==> src/rtl/byte_ring_fifo_defines.svh <==
// Assertion macros shared by the byte ring FIFO RTL.
// Depends on nothing; define NO_ASSERTIONS to compile the checks away.
`ifndef BYTE_RING_FIFO_DEFINES_SVH
`define BYTE_RING_FIFO_DEFINES_SVH
`ifndef NO_ASSERTIONS
// Same-cycle implication, disabled while reset is asserted.
`define BRF_ASSERT_IMP(label, clk, rst_n, ante, cons) \
    label: assert property (@(posedge clk) disable iff (!rst_n) (ante) |-> (cons)) \
        else $error("byte ring FIFO check failed");
// Next-cycle implication, disabled while reset is asserted.
`define BRF_ASSERT_NXT(label, clk, rst_n, ante, cons) \
    label: assert property (@(posedge clk) disable iff (!rst_n) (ante) |=> (cons)) \
        else $error("byte ring FIFO check failed");
`else
`define BRF_ASSERT_IMP(label, clk, rst_n, ante, cons)
`define BRF_ASSERT_NXT(label, clk, rst_n, ante, cons)
`endif
`endif

==> src/rtl/brf_pkg.sv <==
// Shared constants for the byte ring FIFO: operation codes, field widths
// and register map. Depends on nothing.
package brf_pkg;

    localparam int DEPTH_DEFAULT = 64;

    localparam int OP_W    = 3;
    localparam int BYTE_W  = 8;
    localparam int COUNT_W = 7;
    localparam int LEVEL_W = 7;
    localparam int HPOS_W  = 6;
    localparam int CAP_W   = 7;

    localparam logic [OP_W-1:0] OP_PUSH  = 3'd0;
    localparam logic [OP_W-1:0] OP_POP   = 3'd1;
    localparam logic [OP_W-1:0] OP_PEEK  = 3'd2;
    localparam logic [OP_W-1:0] OP_SKIP  = 3'd3;
    localparam logic [OP_W-1:0] OP_CLEAR = 3'd4;
    localparam logic [OP_W-1:0] OP_BURST = 3'd5;

    localparam int APB_ADDR_W = 3;
    localparam int APB_DATA_W = 32;

    // Word index of each register; byte address is four times the index.
    localparam logic [0:0] REG_CAPACITY = 1'b0;

    localparam logic [CAP_W-1:0] CAPACITY_RESET = 7'd64;

endpackage

==> src/rtl/byte_ring_fifo.sv <==
// Byte ring FIFO top level: command port, APB register port and the ring
// control. Depends on brf_pkg, brf_ram and byte_ring_fifo_defines.svh.
//
//   channel    | handshake            | payload
//   -----------+----------------------+-------------------------------------
//   command    | start, busy          | operation, data_in, count
//   result     | done (one cycle)     | data_out, accepted, level,
//              |                      | head_position, last
//   registers  | psel, penable,       | paddr, pwdata, prdata
//              | pwrite, pready       |
//
// A command word is taken at a rising edge with start high and busy low; its
// first result word is on done for one cycle, after the stage register (with the
// RAM read register) and the result register. Push, pop, peek, skip, clear and
// unused codes leave busy low, so they run back to back; a read burst holds busy
// high until its last byte is read from the RAM. After reset a clearing pass
// zeroes the store with busy high. The receiver cannot stall.
`include "byte_ring_fifo_defines.svh"

module byte_ring_fifo #(
    parameter int DEPTH = brf_pkg::DEPTH_DEFAULT
) (
    input  logic                            clk,
    input  logic                            rst_n,
    // Command channel
    input  logic                            start,
    output logic                            busy,
    input  logic [brf_pkg::OP_W-1:0]        operation,
    input  logic [brf_pkg::BYTE_W-1:0]      data_in,
    input  logic [brf_pkg::COUNT_W-1:0]     count,
    // Result channel
    output logic                            done,
    output logic [brf_pkg::BYTE_W-1:0]      data_out,
    output logic                            accepted,
    output logic [brf_pkg::LEVEL_W-1:0]     level,
    output logic [brf_pkg::HPOS_W-1:0]      head_position,
    output logic                            last,
    // Register port
    input  logic                            psel,
    input  logic                            penable,
    input  logic                            pwrite,
    input  logic [brf_pkg::APB_ADDR_W-1:0]  paddr,
    input  logic [brf_pkg::APB_DATA_W-1:0]  pwdata,
    output logic [brf_pkg::APB_DATA_W-1:0]  prdata,
    output logic                            pready
);

    // Head indexes a slot; the fill count must also hold DEPTH itself.
    localparam int HEAD_W = $clog2(DEPTH);
    localparam int FILL_W = $clog2(DEPTH + 1);
    localparam int SUM_W  = FILL_W + 1;
    // Common width for comparing the 7-bit register and count fields
    // against DEPTH-sized quantities.
    localparam int CMP_W  = (FILL_W > brf_pkg::CAP_W) ? FILL_W : brf_pkg::CAP_W;
    localparam int HX_W   = (HEAD_W > brf_pkg::HPOS_W) ? HEAD_W : brf_pkg::HPOS_W;

    // Result word between the RAM access and the output register.
    typedef struct packed {
        logic              valid;
        logic              use_ram;
        logic              accepted;
        logic              last;
        logic [FILL_W-1:0] level;
        logic [HEAD_W-1:0] head;
    } stage_t;

    // Advance a slot index with one compare-subtract against the capacity.
    function automatic logic [HEAD_W-1:0] wrap_add(
        input logic [HEAD_W-1:0] a,
        input logic [FILL_W-1:0] b,
        input logic [FILL_W-1:0] cap
    );
        logic [SUM_W-1:0] s;
        logic [SUM_W-1:0] c;
        begin
            c = SUM_W'(cap);
            s = SUM_W'(a) + SUM_W'(b);
            if (s >= c)
            begin
                s = s - c;
            end
            if (s >= c)
            begin
                s = '0;
            end
            return s[HEAD_W-1:0];
        end
    endfunction

    // ------------------------------------------------------------------
    // Register port
    // ------------------------------------------------------------------
    logic [brf_pkg::CAP_W-1:0] capacity_reg;
    logic [brf_pkg::CAP_W-1:0] capacity_next;
    logic                      cfg_write;
    logic                      cap_write;

    assign pready    = 1'b1;
    assign cfg_write = psel && penable && pwrite && pready;
    assign cap_write = cfg_write && (paddr[2] == brf_pkg::REG_CAPACITY);

    always_comb
    begin
        capacity_next = capacity_reg;
        if (cap_write)
        begin
            capacity_next = pwdata[brf_pkg::CAP_W-1:0];
        end
    end

    always_comb
    begin
        prdata = '0;
        if (paddr[2] == brf_pkg::REG_CAPACITY)
        begin
            prdata = brf_pkg::APB_DATA_W'(capacity_reg);
        end
    end

    // Zero acts as one and anything above DEPTH acts as DEPTH.
    logic [CMP_W-1:0]  cap_ext;
    logic [CMP_W-1:0]  cap_lim;
    logic [FILL_W-1:0] cap_eff;

    always_comb
    begin
        cap_ext = CMP_W'(capacity_reg);
        if (cap_ext == '0)
        begin
            cap_lim = CMP_W'(1);
        end
        else if (cap_ext > CMP_W'(DEPTH))
        begin
            cap_lim = CMP_W'(DEPTH);
        end
        else
        begin
            cap_lim = cap_ext;
        end
        cap_eff = cap_lim[FILL_W-1:0];
    end

    // ------------------------------------------------------------------
    // Ring state, clearing pass and burst sequencer
    // ------------------------------------------------------------------
    logic [HEAD_W-1:0] head_reg,     head_next;
    logic [FILL_W-1:0] fill_reg,     fill_next;
    logic              burst_reg,    burst_next;
    logic [FILL_W-1:0] remain_reg,   remain_next;
    logic              clr_reg,      clr_next;
    logic [HEAD_W-1:0] clr_addr_reg, clr_addr_next;
    stage_t            stage_reg,    stage_next;

    logic              ram_en;
    logic              ram_we;
    logic [HEAD_W-1:0] ram_addr;
    logic [brf_pkg::BYTE_W-1:0] ram_wdata;
    logic [brf_pkg::BYTE_W-1:0] ram_rdata;

    logic              take;
    logic              full;
    logic              empty;
    logic [CMP_W-1:0]  count_ext;
    logic [FILL_W-1:0] n_avail;

    assign busy  = clr_reg || burst_reg;
    assign take  = start && !busy;
    assign full  = (fill_reg >= cap_eff);
    assign empty = (fill_reg == '0);

    // Bytes a skip or burst can act on: min(count, fill).
    always_comb
    begin
        count_ext = CMP_W'(count);
        if (count_ext < CMP_W'(fill_reg))
        begin
            n_avail = count_ext[FILL_W-1:0];
        end
        else
        begin
            n_avail = fill_reg;
        end
    end

    // Clearing pass: one slot per cycle after reset.
    always_comb
    begin
        clr_next      = clr_reg;
        clr_addr_next = clr_addr_reg;
        if (clr_reg)
        begin
            clr_addr_next = clr_addr_reg + HEAD_W'(1);
            if (clr_addr_reg == HEAD_W'(DEPTH - 1))
            begin
                clr_next = 1'b0;
            end
        end
    end

    always_comb
    begin
        head_next   = head_reg;
        fill_next   = fill_reg;
        burst_next  = burst_reg;
        remain_next = remain_reg;
        stage_next  = '0;
        ram_en      = 1'b0;
        ram_we      = 1'b0;
        ram_addr    = head_reg;
        ram_wdata   = data_in;

        if (clr_reg)
        begin
            ram_en    = 1'b1;
            ram_we    = 1'b1;
            ram_addr  = clr_addr_reg;
            ram_wdata = '0;
        end
        else if (burst_reg)
        begin
            // Remaining bytes of a read burst, one RAM read per cycle.
            ram_en               = 1'b1;
            head_next            = wrap_add(head_reg, FILL_W'(1), cap_eff);
            fill_next            = fill_reg - FILL_W'(1);
            remain_next          = remain_reg - FILL_W'(1);
            burst_next           = (remain_reg != FILL_W'(1));
            stage_next.valid     = 1'b1;
            stage_next.use_ram   = 1'b1;
            stage_next.accepted  = 1'b1;
            stage_next.last      = (remain_reg == FILL_W'(1));
        end
        else if (take)
        begin
            stage_next.valid = 1'b1;
            stage_next.last  = 1'b1;
            case (operation)
                brf_pkg::OP_PUSH:
                begin
                    if (!full)
                    begin
                        ram_en              = 1'b1;
                        ram_we              = 1'b1;
                        ram_addr            = wrap_add(head_reg, fill_reg, cap_eff);
                        fill_next           = fill_reg + FILL_W'(1);
                        stage_next.accepted = 1'b1;
                    end
                end
                brf_pkg::OP_POP:
                begin
                    if (!empty)
                    begin
                        ram_en              = 1'b1;
                        head_next           = wrap_add(head_reg, FILL_W'(1), cap_eff);
                        fill_next           = fill_reg - FILL_W'(1);
                        stage_next.use_ram  = 1'b1;
                        stage_next.accepted = 1'b1;
                    end
                end
                brf_pkg::OP_PEEK:
                begin
                    // An empty ring still shows the stale byte at the head.
                    ram_en              = 1'b1;
                    stage_next.use_ram  = 1'b1;
                    stage_next.accepted = 1'b1;
                end
                brf_pkg::OP_SKIP:
                begin
                    head_next           = wrap_add(head_reg, n_avail, cap_eff);
                    fill_next           = fill_reg - n_avail;
                    stage_next.accepted = 1'b1;
                end
                brf_pkg::OP_CLEAR:
                begin
                    head_next           = '0;
                    fill_next           = '0;
                    stage_next.accepted = 1'b1;
                end
                brf_pkg::OP_BURST:
                begin
                    if (n_avail != '0)
                    begin
                        ram_en              = 1'b1;
                        head_next           = wrap_add(head_reg, FILL_W'(1), cap_eff);
                        fill_next           = fill_reg - FILL_W'(1);
                        remain_next         = n_avail - FILL_W'(1);
                        burst_next          = (n_avail != FILL_W'(1));
                        stage_next.use_ram  = 1'b1;
                        stage_next.accepted = 1'b1;
                        stage_next.last     = (n_avail == FILL_W'(1));
                    end
                end
                default:
                begin
                    stage_next.accepted = 1'b0;
                end
            endcase
        end

        // Every result reports the state it leaves behind.
        stage_next.level = fill_next;
        stage_next.head  = head_next;

        // A capacity write restarts the ring; the user must write it only while idle (not enforced here).
        if (cap_write)
        begin
            head_next = '0;
            fill_next = '0;
        end
    end

    brf_ram #(
        .WIDTH (brf_pkg::BYTE_W),
        .DEPTH (DEPTH)
    ) u_store (
        .clk   (clk),
        .en    (ram_en),
        .we    (ram_we),
        .addr  (ram_addr),
        .wdata (ram_wdata),
        .rdata (ram_rdata)
    );

    // ------------------------------------------------------------------
    // Result register
    // ------------------------------------------------------------------
    logic                        done_reg;
    logic [brf_pkg::BYTE_W-1:0]  data_out_reg,      data_out_next;
    logic                        accepted_reg;
    logic [brf_pkg::LEVEL_W-1:0] level_reg,         level_next;
    logic [brf_pkg::HPOS_W-1:0]  head_position_reg, head_position_next;
    logic                        last_reg;
    logic [CMP_W-1:0]            level_ext;
    logic [HX_W-1:0]             head_ext;

    always_comb
    begin
        level_ext          = CMP_W'(stage_reg.level);
        head_ext           = HX_W'(stage_reg.head);
        level_next         = level_ext[brf_pkg::LEVEL_W-1:0];
        head_position_next = head_ext[brf_pkg::HPOS_W-1:0];
        data_out_next      = stage_reg.use_ram ? ram_rdata : '0;
    end

    always_ff @(posedge clk or negedge rst_n)
    begin
        if (!rst_n)
        begin
            capacity_reg <= brf_pkg::CAPACITY_RESET;
            head_reg     <= '0;
            fill_reg     <= '0;
            burst_reg    <= 1'b0;
            remain_reg   <= '0;
            clr_reg      <= 1'b1;
            clr_addr_reg <= '0;
            stage_reg    <= '0;
            done_reg     <= 1'b0;
        end
        else
        begin
            capacity_reg <= capacity_next;
            head_reg     <= head_next;
            fill_reg     <= fill_next;
            burst_reg    <= burst_next;
            remain_reg   <= remain_next;
            clr_reg      <= clr_next;
            clr_addr_reg <= clr_addr_next;
            stage_reg    <= stage_next;
            done_reg     <= stage_reg.valid;
        end
    end

    always_ff @(posedge clk)
    begin
        data_out_reg      <= data_out_next;
        accepted_reg      <= stage_reg.accepted;
        level_reg         <= level_next;
        head_position_reg <= head_position_next;
        last_reg          <= stage_reg.last;
    end

    assign done          = done_reg;
    assign data_out      = data_out_reg;
    assign accepted      = accepted_reg;
    assign level         = level_reg;
    assign head_position = head_position_reg;
    assign last          = last_reg;

    // ------------------------------------------------------------------
    // Checks
    // ------------------------------------------------------------------
    `BRF_ASSERT_IMP(a_fill_in_cap, clk, rst_n, 1'b1, fill_reg <= cap_eff)
    `BRF_ASSERT_IMP(a_head_in_cap, clk, rst_n, 1'b1, FILL_W'(head_reg) < cap_eff)
    `BRF_ASSERT_NXT(a_burst_continues, clk, rst_n, done_reg && !last_reg, done_reg)
    `BRF_ASSERT_IMP(a_burst_no_write, clk, rst_n, burst_reg, !ram_we)
    `BRF_ASSERT_IMP(a_burst_has_bytes, clk, rst_n, burst_reg,
                    (remain_reg != '0) && (fill_reg >= remain_reg))

endmodule

==> src/rtl/brf_ram.sv <==
// Generic single-port synchronous RAM with a registered read.
// Depends on nothing.
module brf_ram #(
    parameter int WIDTH = 8,
    parameter int DEPTH = 64
) (
    input  logic                     clk,
    input  logic                     en,
    input  logic                     we,
    input  logic [$clog2(DEPTH)-1:0] addr,
    input  logic [WIDTH-1:0]         wdata,
    output logic [WIDTH-1:0]         rdata
);

    logic [WIDTH-1:0] mem [DEPTH];
    logic [WIDTH-1:0] rdata_reg;

    always_ff @(posedge clk)
    begin
        if (en)
        begin
            if (we)
            begin
                mem[addr] <= wdata;
            end
            rdata_reg <= mem[addr];
        end
    end

    assign rdata = rdata_reg;

endmodule

==> config.mk <==
export PLATFORM = sky130hd
export DESIGN_NAME = byte_ring_fifo
export DESIGN_NICKNAME = d
export VERILOG_FILES = /design/src/rtl/brf_pkg.sv /design/src/rtl/byte_ring_fifo.sv /design/src/rtl/brf_ram.sv
export VERILOG_INCLUDE_DIRS = /design/src /design/src/rtl
export SDC_FILE = /design/constraint.sdc
export NUM_CORES = 1
export LEC_CHECK = 0
export BUFFER_PORTS_ARGS = -buffer_cell sky130_fd_sc_hd__clkbuf_2
export CAP_MARGIN = 20
export CORE_MARGIN = 1
export CORE_UTILIZATION = 35
export DETAILED_ROUTE_END_ITERATION = 16
export PLACE_DENSITY = 0.53
export SLEW_MARGIN = 20
export SYNTH_ARGS = -nofsm -noshare
export SYNTH_HDL_FRONTEND = slang
export SYNTH_HIERARCHICAL = 1
export SYNTH_SLANG_ARGS = --single-unit
==> constraint.sdc <==
create_clock -name clk -period 6.75 [get_ports clk]
set_input_delay 1.35 -clock clk [delete_from_list [all_inputs] [get_ports clk]]
set_output_delay 1.35 -clock clk [all_outputs]
set_load 0.02 [all_outputs]
==> metrics.txt <==
run status=finished with violations; failing checks=setup timing; Root Driver=clkbuf_16; Final Core Density=0.448; largest family of logic cells by synthesized area=compound AO/OA/AOI/OAI gates; Avg WL per Cell=22.6 um; Period Utilization, post-route=1.02; Int Pwr=10700 uW; Fin Hold WS=0.340 ns; CTS sink cnt=596; Post-synth EDFFs=520; actual slew at the worst max-slew pin=0.829 ns; largest net degree at the start of global routing=65; Psw=6820 uW; Post-Synth XOR/XNOR Area=0.0145; TritonRoute pass-1 iters=7; f_max=146 MHz; Final nets=2567; synth warn=6; clk_lat worst skew=0.67 ns; die area=78900 um^2; gr busiest metal=met2; Post-DRT Antenna Nets=0; Post-Place Cell Area=31100 um^2; Lkg Pwr=0.0124 uW; final setup margin=-0.109 ns; top cell type's share of synthesized area=0.574; drt first-iter violations=1856; cell family with most CP delay=compound AO/OA/AOI/OAI gates; fin crit period=6.86 ns; post-synth cell types=87; Primary FF master, synth=edfxtp_1; vias=19000; Setup Total Neg Slack=-0.109 ns; overall routed net length=79200 um; kind of end point of the critical path=flop; Worst setup SP type=flop; Worst Clk Skew=0.0536 ns; mux cell area share after synthesis=0.0531; worst-case vdd ir drop=0.402 mV; H-tree depth=2; ANT cells=0; Clock power frac=0.198; Placed Cells incl. Taps=3345; Hold Crit Class=flop to flop; CP Class=flop to flop; Post-Synthesis Cells=2027; synthesized cell area=27200 um^2; CTS tree=yes; I/O pin cnt=117; Reg power frac=0.251; Area Overhead vs Synth=25.9%; I/O Buffers=63; endpoints failing setup=1; CP max FO=7; Die Y-Extent=281 um; post-route cell area=34300 um^2; pins over their slew limit=0; met2 usage=0.308; vias in the first global route=18500; most common cell after layout, fill and taps aside=edfxtp_1; worst path bufs/invs=4; DRC viols=0; WP data arrival=7.22 ns; met3 Usage GRT=0.0400; largest area contributor in the synthesized netlist=edfxtp_1; Avg Cell Area, Syn=13.4 um^2; Die W=281 um; part of the power in combinational logic=0.551; wire length of the first global-routing pass=117000 um; adder-cell share of the synthesized area=0.0426; PD cells=510 nW/um^2; ys async rst share=0.0889; dpl hpwl=54800 um; global-route usage over all layers=0.198; Max clock buf depth=3; CP max-delay cell=a222oi_1; Fin. Hold Viols=0; gr ovfl total=0; row count=101; Worst-path clk slew=0.06 ns; M1 GR Usage=0.283; max reg flops=512; Seq cells post-synth=596; fraction of layout cells with a size suffix above 1=0.292; Vias per Instance=5.41; Final Non-Filler Cells=3502; Simple-Gate Fraction of Synth Area=0.0828; CTS buffer count=61; core footprint=76500 um^2; CP peak stage delay=0.52 ns; Synth area leaders=edfxtp_1 57%, dfrtp_1 4.7%, ha_1 3.8%, mux2i_1 2.9%, nor2_1 2.3%; switching share of power=0.390; RSZ-0062 raised after global routing=yes; register area share after synthesis=0.639; max-cap viol count=0; Starting Density=0.356; Req. time, crit path=7.11 ns; initial antenna violation count=1; commonest non-fill, non-tap cells in the layout=520 x edfxtp_1, 330 x buf_4, 163 x nor2_1; slew margin rel.=0.446; GP Congestion=0.943; Synth Area in Compound Gates=0.135
==> final timing paths <==
kind | cells after the start | from | slack (ns) | to
max | 27 | head_reg[0] | -0.11 | u_store/rdata[5]
min | 0 | level_ext[4] | 0.34 | level[4]
max reg2reg | 27 | head_reg[0] | -0.11 | u_store/rdata[5]
min reg2reg | 0 | level_ext[4] | 0.34 | level[4]
max in group asynchronous | 2 | rst_n | 5.36 | cap_ext[0]
min in group asynchronous | 2 | rst_n | 0.85 | head_ext[2]
==> synthesized netlist by cell type, types with 10 or more instances <==
master    count
a31oi_1      13
o22ai_1      46
nand2b_1     12
buf_2        36
nor2_1      168
a311oi_1     10
a22o_1       23
nor3_1       34
clkbuf_1     43
a221oi_1     47
nor2b_1      30
o221ai_1     19
ha_1         83
edfxtp_1    520
xnor2_1      29
buf_1        11
and2_1       16
a211oi_1     15
mux2i_1      80
dfxtp_1      23
mux2_2       30
nand2_1     101
and3_1       14
o21ai_0      82
mux4_2       12
nand3_1      26
dfrtp_1      51
inv_1        50
buf_4        34
xor2_1       16
o211ai_1     11
a22oi_1      81
a21oi_1      93
==> logic make-up after synthesis <==
group / count (synthesis)
XOR/XNOR: 45
AND/OR/NAND/NOR: 463
buffers and inverters: 183
adder cells (fa/ha/maj): 89
other: 2
multiplexers: 125
AO/OA/AOI/OAI: 524
flip-flops: 596
==> routing by layer <==
layer	up-vias	share of wire	wire length, um
met5	-	0.00025	20
met4	2	0.021	1670
met3	99	0.071	5650
met2	641	0.46	36200
met1	9569	0.45	35700
li1	8639	-	-
==> timing repair <==
action | CTS | global route
buffers inserted | 11 | 30
setup endpoints to repair | 145 | 26
endpoints found under the hold margin | 0 | 0
resized for setup | 21 | 136
hold buffers | 0 | 0
pin swaps | 4 | 58
gates cloned | 1 | 0
==> cell type report <==
| cell class | count | area [um^2] |
|---|---|---|
| timing repair buffer | 433 | 3500 |
| clock buffer | 77 | 1640 |
| inverter | 55 | 210 |
| tap | 1030 | 1290 |
| sequential | 596 | 17400 |
| multi-input combinational | 1272 | 9780 |
| clock inverter | 39 | 448 |
| fill | 6901 | 42200 |
==> power by group through the flow <==
stage	Combinational, uW	Sequential (uW)	Clock, uW
2_1_floorplan	4920	4530	0
4_1_cts	8800	4380	3540
3_3_place_gp	8360	4450	0
5_1_grt	10400	4400	3670
6_report	9630	4380	3470
3_5_place_dp	8490	4460	0
==> stage by stage <==
| stage | total power (uW) | setup slack, ns |
|---|---|---|
| floorplan | 9440 | 0.00113 |
| global placement | 12800 | -0.378 |
| detailed placement | 12900 | -0.511 |
| CTS | 16700 | 0.0147 |
| global route | 18500 | -0.242 |
| finish | 17500 | -0.109 |
Power figures use the tool's default switching activity.
